--- config.mk ---
export PLATFORM = sky130hd
export DESIGN_NAME = smacs_cross
export DESIGN_NICKNAME = d
export VERILOG_FILES = /design/src/hw/rtl/smacs_pkg.sv /design/src/hw/rtl/smacs_cross.sv
export SDC_FILE = /design/constraint.sdc
export NUM_CORES = 2
export LEC_CHECK = 0
export ABC_AREA = 1
export BUFFER_PORTS_ARGS = -buffer_cell sky130_fd_sc_hd__buf_2
export CORE_MARGIN = 3
export CORE_UTILIZATION = 55
export DETAILED_ROUTE_END_ITERATION = 16
export GPL_TIMING_DRIVEN = 0
export HOLD_SLACK_MARGIN = 0.06
export PLACE_DENSITY_LB_ADDON = 0.25
export SYNTH_ARGS = -nofsm -noshare
export SYNTH_HDL_FRONTEND = slang
export SYNTH_SLANG_ARGS = --single-unit
export TNS_END_PERCENT = 20
--- constraint.sdc ---
create_clock -name clk -period 9.71 [get_ports clk]
set_clock_uncertainty 0.2 [all_clocks]
set_input_delay 0.4855 -clock clk [delete_from_list [all_inputs] [get_ports clk]]
set_output_delay 0.4855 -clock clk [all_outputs]
set_load 0.05 [all_outputs]
--- src/hw/rtl/smacs_pkg.sv ---
// ----------------------------------------------------------------------------
// smacs_pkg
// shared types and constants of the moving average crossover block
// ----------------------------------------------------------------------------
package smacs_pkg;

  // fixed field widths
  localparam int PRICE_W   = 32;
  localparam int CFG_W     = 9;
  localparam int CFG_IDX_W = 2;
  localparam int SIG_W     = 2;
  localparam int COUNT_W   = 9;

  localparam logic [COUNT_W-1:0] COUNT_MAX = '1;

  // parameter defaults
  localparam int DEF_WINDOW_DEPTH = 256;
  localparam int DEF_PRICE_BITS   = 32;

  // period reset values
  localparam logic [CFG_W-1:0] SHORT_RESET = CFG_W'(20);
  localparam logic [CFG_W-1:0] LONG_RESET  = CFG_W'(50);

  typedef enum logic [1:0] {
    REL_LESS    = 2'd0,
    REL_EQUAL   = 2'd1,
    REL_GREATER = 2'd2
  } rel_t;

  typedef enum logic [SIG_W-1:0] {
    SIG_NONE = 2'd0,
    SIG_BUY  = 2'd1,
    SIG_SELL = 2'd2
  } sig_t;

  typedef enum logic [CFG_IDX_W-1:0] {
    CFG_SHORT = 2'd0,
    CFG_LONG  = 2'd1
  } cfg_idx_t;

  // control of the cell row
  typedef struct packed {
    logic shift;   // advance every cell by one place
    logic rotate;  // feed the oldest history entry back into cell 0
  } row_ctl_t;

  // load strobes of the compare pipeline
  typedef struct packed {
    logic m_load;  // products register takes the current sums
    logic o_load;  // output register takes the decision
  } cross_ctl_t;

endpackage

--- src/hw/rtl/smacs_cross.sv ---
// ----------------------------------------------------------------------------
// smacs_cross
// cross-multiply stage, exact compare and crossover decision
// ----------------------------------------------------------------------------
module smacs_cross
  import smacs_pkg::*;
#(
  parameter int SUM_W = 40,
  parameter int PER_W = 9
) (
  input  logic             clk,
  input  logic             rst_n,
  input  cross_ctl_t       ctl,
  input  logic [SUM_W-1:0] sum_s,
  input  logic [SUM_W-1:0] sum_l,
  input  logic [PER_W-1:0] sp,
  input  logic [PER_W-1:0] lp,
  input  logic             armed_in,
  output logic [SIG_W-1:0] sig_o,
  output logic             armed_o
);

  localparam int PROD_W = SUM_W + PER_W;

  logic [PROD_W-1:0] prod_s_r;
  logic [PROD_W-1:0] prod_l_r;
  logic [PROD_W-1:0] prod_s_nxt;
  logic [PROD_W-1:0] prod_l_nxt;
  logic              m_armed_r;
  rel_t              rel;
  rel_t              last_rel_r;
  sig_t              sig_nxt;
  sig_t              sig_r;
  logic              armed_r;

  // short average above long average <=> short_sum*lp > long_sum*sp
  assign prod_s_nxt = PROD_W'(sum_s) * PROD_W'(lp);
  assign prod_l_nxt = PROD_W'(sum_l) * PROD_W'(sp);

  always_ff @(posedge clk) begin
    if (ctl.m_load) begin
      prod_s_r  <= prod_s_nxt;
      prod_l_r  <= prod_l_nxt;
      m_armed_r <= armed_in;
    end
  end

  always_comb begin
    if (prod_s_r > prod_l_r) begin
      rel = REL_GREATER;
    end else if (prod_s_r < prod_l_r) begin
      rel = REL_LESS;
    end else begin
      rel = REL_EQUAL;
    end
  end

  always_comb begin
    sig_nxt = SIG_NONE;
    if (m_armed_r) begin
      case (rel)
        REL_GREATER: begin
          if (last_rel_r != REL_GREATER) sig_nxt = SIG_BUY;
        end
        REL_LESS: begin
          if (last_rel_r != REL_LESS) sig_nxt = SIG_SELL;
        end
        default: begin
          sig_nxt = SIG_NONE;
        end
      endcase
    end
  end

  // relation is kept on every item, armed or not
  always_ff @(posedge clk) begin
    if (!rst_n) begin
      last_rel_r <= REL_EQUAL;
    end else if (ctl.o_load) begin
      last_rel_r <= rel;
    end
  end

  always_ff @(posedge clk) begin
    if (ctl.o_load) begin
      sig_r   <= sig_nxt;
      armed_r <= m_armed_r;
    end
  end

  assign sig_o   = sig_r;
  assign armed_o = armed_r;

endmodule

==> impl_metrics.yaml <==
run_status:
  status: "finished clean"
detailed_routing:
  vias: 24100
  dr_wl_met2_mm: 34.0
  avgRoutedWirePerCell_um: 15.8
  dr.max_layer_used: "met4"
  wl_met3_mm: 7.04
  vias_per_cell: 5.11
  met1Wirelength_mm: 32.3
  first_pass_iters: 6
  drc: 0
  antenna_left: 0
  wl_mm: 74.7
  drt-initial-drc-count: 2173
setup_path:
  rr_worst_depth: 12
  cp_common_cell: "nand2_1"
  cp-start-kind: "input port"
  cp_cell_sequence: "clkbuf_1, nand2_1, fa_1, inv_1, fa_1, inv_1, fa_1, fa_1, inv_1, ha_1, a21oi_1, nand2_1, nand2_1, nand2_1, nand2_1, nand3_1, nand2_1, nand2_1, nand2_1, nand2_1"
  cpLargestDelayFamily: "adder cells"
  critPathLaunch: "lp[0]"
  cpPeakStageDelay_ps: 650
  path_class: "input port to register"
  cp.buffers_inverters: 4
  timing.rr.end: "sig_o[0]"
  ff2ff_setup_slack_ps: 7360
  worst-path-stages: 20
  crit_fanout: 10
  cpMaxStageDelayCell: "clkbuf_1"
  required_ps: 9590
  rr_startpoint: "prod_s_r[48]"
  critical_path.endpoint: "prod_s_r[36]"
  critPathCaptureType: "register"
  arrival_ps: 5280
sta:
  setup_violations: 0
  setup-tns-final_ps: 0
  worst_slew_pin_slew_ps: 1030
  maxSlewViolCount: 0
  rsz0062_at_grt: "no"
  slew-limit-headroom: 0.311
  finalCriticalPeriod_ps: 5400
  clock.fmax_mhz: 185
  finalCritPeriodShare: 0.556
  worst_slack_ps: 4310
  hold_viol: 0
global_routing:
  grt_max_degree: 51
  grt_pass1_wl_mm: 122
  grt_pass1_vias: 23700
  grt.overflow.total: 0
  antenna_found_initial: 0
  grt.total_usage: 0.275
floorplan:
  start_util: 0.561
  die-area_mm2: 0.0555
  die_y_um: 236
  coreArea_mm2: 0.0517
  boundaryPins: 106
  std_cell_rows: 83
  die_w_um: 236
synth:
  ys_top_cells_by_area: "fa_1 37%, inv_1 16%, nand2_1 16%"
  synthArstFlopShare: 0
  synth_cell_types: 30
  synth-edff-count: 102
  postSynthCellCount: 4017
  syn_nets: 4841
  ys_ff_latch: 104
  yosysTopAreaCellShare: 0.368
  yosysWarnings: 0
  netlist_area_mm2: 0.0290
  synth_ff_type: "edfxtp_1"
  postSynthAreaPerCell_um2: 7.22
  ys_seq_area_frac: 0.107
  post-synth-top-area-cell: "fa_1"
pwr:
  internal-power_w: 0.00396
  p_seq_frac: 0.117
  power_frac_comb: 0.850
  powerDensity_mw_per_mm2: 309
  peakVddDrop_mv: 0.188
  leakage_nw: 18.7
  swShare: 0.576
  clkPwrFrac: 0.033
  switchingPower_w: 0.00537
finish:
  drive_gt1_frac: 0.00867
  fillers: 4972
  n_antenna_cell: 0
  layout.cells.non_filler: 4719
  nNetsFinal: 4860
  final_util: 0.583
  syn2layout_area_growth_pct: 4.00
clock_tree:
  cts.clk_slew.worst_paths_ps: 60
  cts_max_path_buffers: 2
  cts-root-buf: "clkbuf_16"
  ctsResizeCount: 0
  holdBufCountCts: 0
  post_cts_buffers: 0
  cts_tree: "built"
  numClockSinks: 104
  numCtsBuffers: 9
  htree_levels: 3
  clk_latency_ps: 340
placement:
  port_buffers: 7
  hpwl_mm: 63.5
  place_congestion: 0.954
  place_ws_ps: 4020
  dpl.cell_count: 4705
worst_hold_path:
  hp-class: "input port to register"
flow_run:
  cap_violations: 0
## worst min path at each step
stage | depth (start not counted) | startpoint | slack (ps) | endpoint
floorplan | 0 | m_armed_r | 240 | armed_o
global placement | 0 | m_armed_r | 260 | armed_o
detailed placement | 0 | m_armed_r | 270 | armed_o
CTS | 1 | armed_in | 120 | m_armed_r
global route | 1 | armed_in | 120 | m_armed_r
finish | 1 | armed_in | 130 | m_armed_r
## final cells by class
class / instances / area (µm²) / share of cell area
tap: 680 / 851 / 0.0282
timing repair buffer: 8 / 65.1 / 0.00216
clock buffer: 11 / 233 / 0.00771
sequential: 104 / 3100 / 0.103
buffer: 152 / 571 / 0.0189
inverter: 1237 / 4640 / 0.154
clock inverter: 3 / 11.3 / 0.000373
multi-input combinational: 2524 / 20700 / 0.686
## power groups by stage
stage                     logic, W  clock network [W]  registers (W)
after floorplan            0.00574                  0        0.00109
after global placement     0.00772                  0        0.00110
after detailed placement   0.00781                  0        0.00111
after CTS                  0.00787           0.000318        0.00110
after global routing       0.00901           0.000339        0.00111
final                      0.00793           0.000309        0.00110
## layout by cell type (no fill, tap or decap), drive strengths merged, types with 3 or more instances in the layout
cell | netlist | routed
nand3 | 74 | 74
o21ai | 69 | 69
nand2 | 1210 | 1210
a21o | 8 | 8
fa | 534 | 534
a21oi | 147 | 147
nor3 | 18 | 18
ha | 187 | 187
buf | 4 | 12
inv | 1237 | 1237
clkbuf | 148 | 159
edfxtp | 102 | 102
nor2 | 169 | 169
clkinv | 0 | 3
xnor2 | 27 | 27
o21a | 5 | 5
nand4 | 31 | 31
and2 | 7 | 7
xor2 | 29 | 29
o211ai | 3 | 3
## kinds of logic (layout without fill, tap and decap cells)
kind of cell | Yosys count | in the layout | synth area share
AO/OA/AOI/OAI | 235 | 235 | 0.0424
XOR/XNOR | 56 | 56 | 0.0169
buffers and inverters | 1389 | 1411 | 0.180
flip-flops | 104 | 104 | 0.107
AND/OR/NAND/NOR | 1512 | 1512 | 0.205
adder cells (fa/ha/maj) | 721 | 721 | 0.449
## through the flow
step | hold WS (ps) | area (µm²) | total power (W)
after global routing | 119 | 30200 | 0.0105
after global placement | 256 | 29900 | 0.00882
final | 126 | 30200 | 0.00934
after CTS | 116 | 30200 | 0.00928
after floorplan | 236 | 29000 | 0.00683
after detailed placement | 266 | 29900 | 0.00892
## synth_stat cells (11+ instances only)
cell type and n:
xnor2_1 27, edfxtp_1 102, nor3_1 17, fa_1 534
xor2_1 29, nand2_2 11, o21ai_0 66, clkbuf_1 148
nor2_1 168, nand2_1 1199, nand3_1 72, inv_1 1237
a21oi_1 145, ha_1 187, nand4_1 31
## sequential cells by signal, summed over array words and instances, names as in the netlist
name        flops
last_rel_r      2
prod_l_r       49
prod_s_r       49
m_armed_r       1
sig_o           2
armed_o         1
## metal layers
metal,GRT usage,vias to the layer above
met4,0.0518,0
met1,0.399,11600
met3,0.0497,113
met5,0,-
met2,0.436,936
li1,-,11400
No activity file was read; power rests on OpenSTA's default activity.
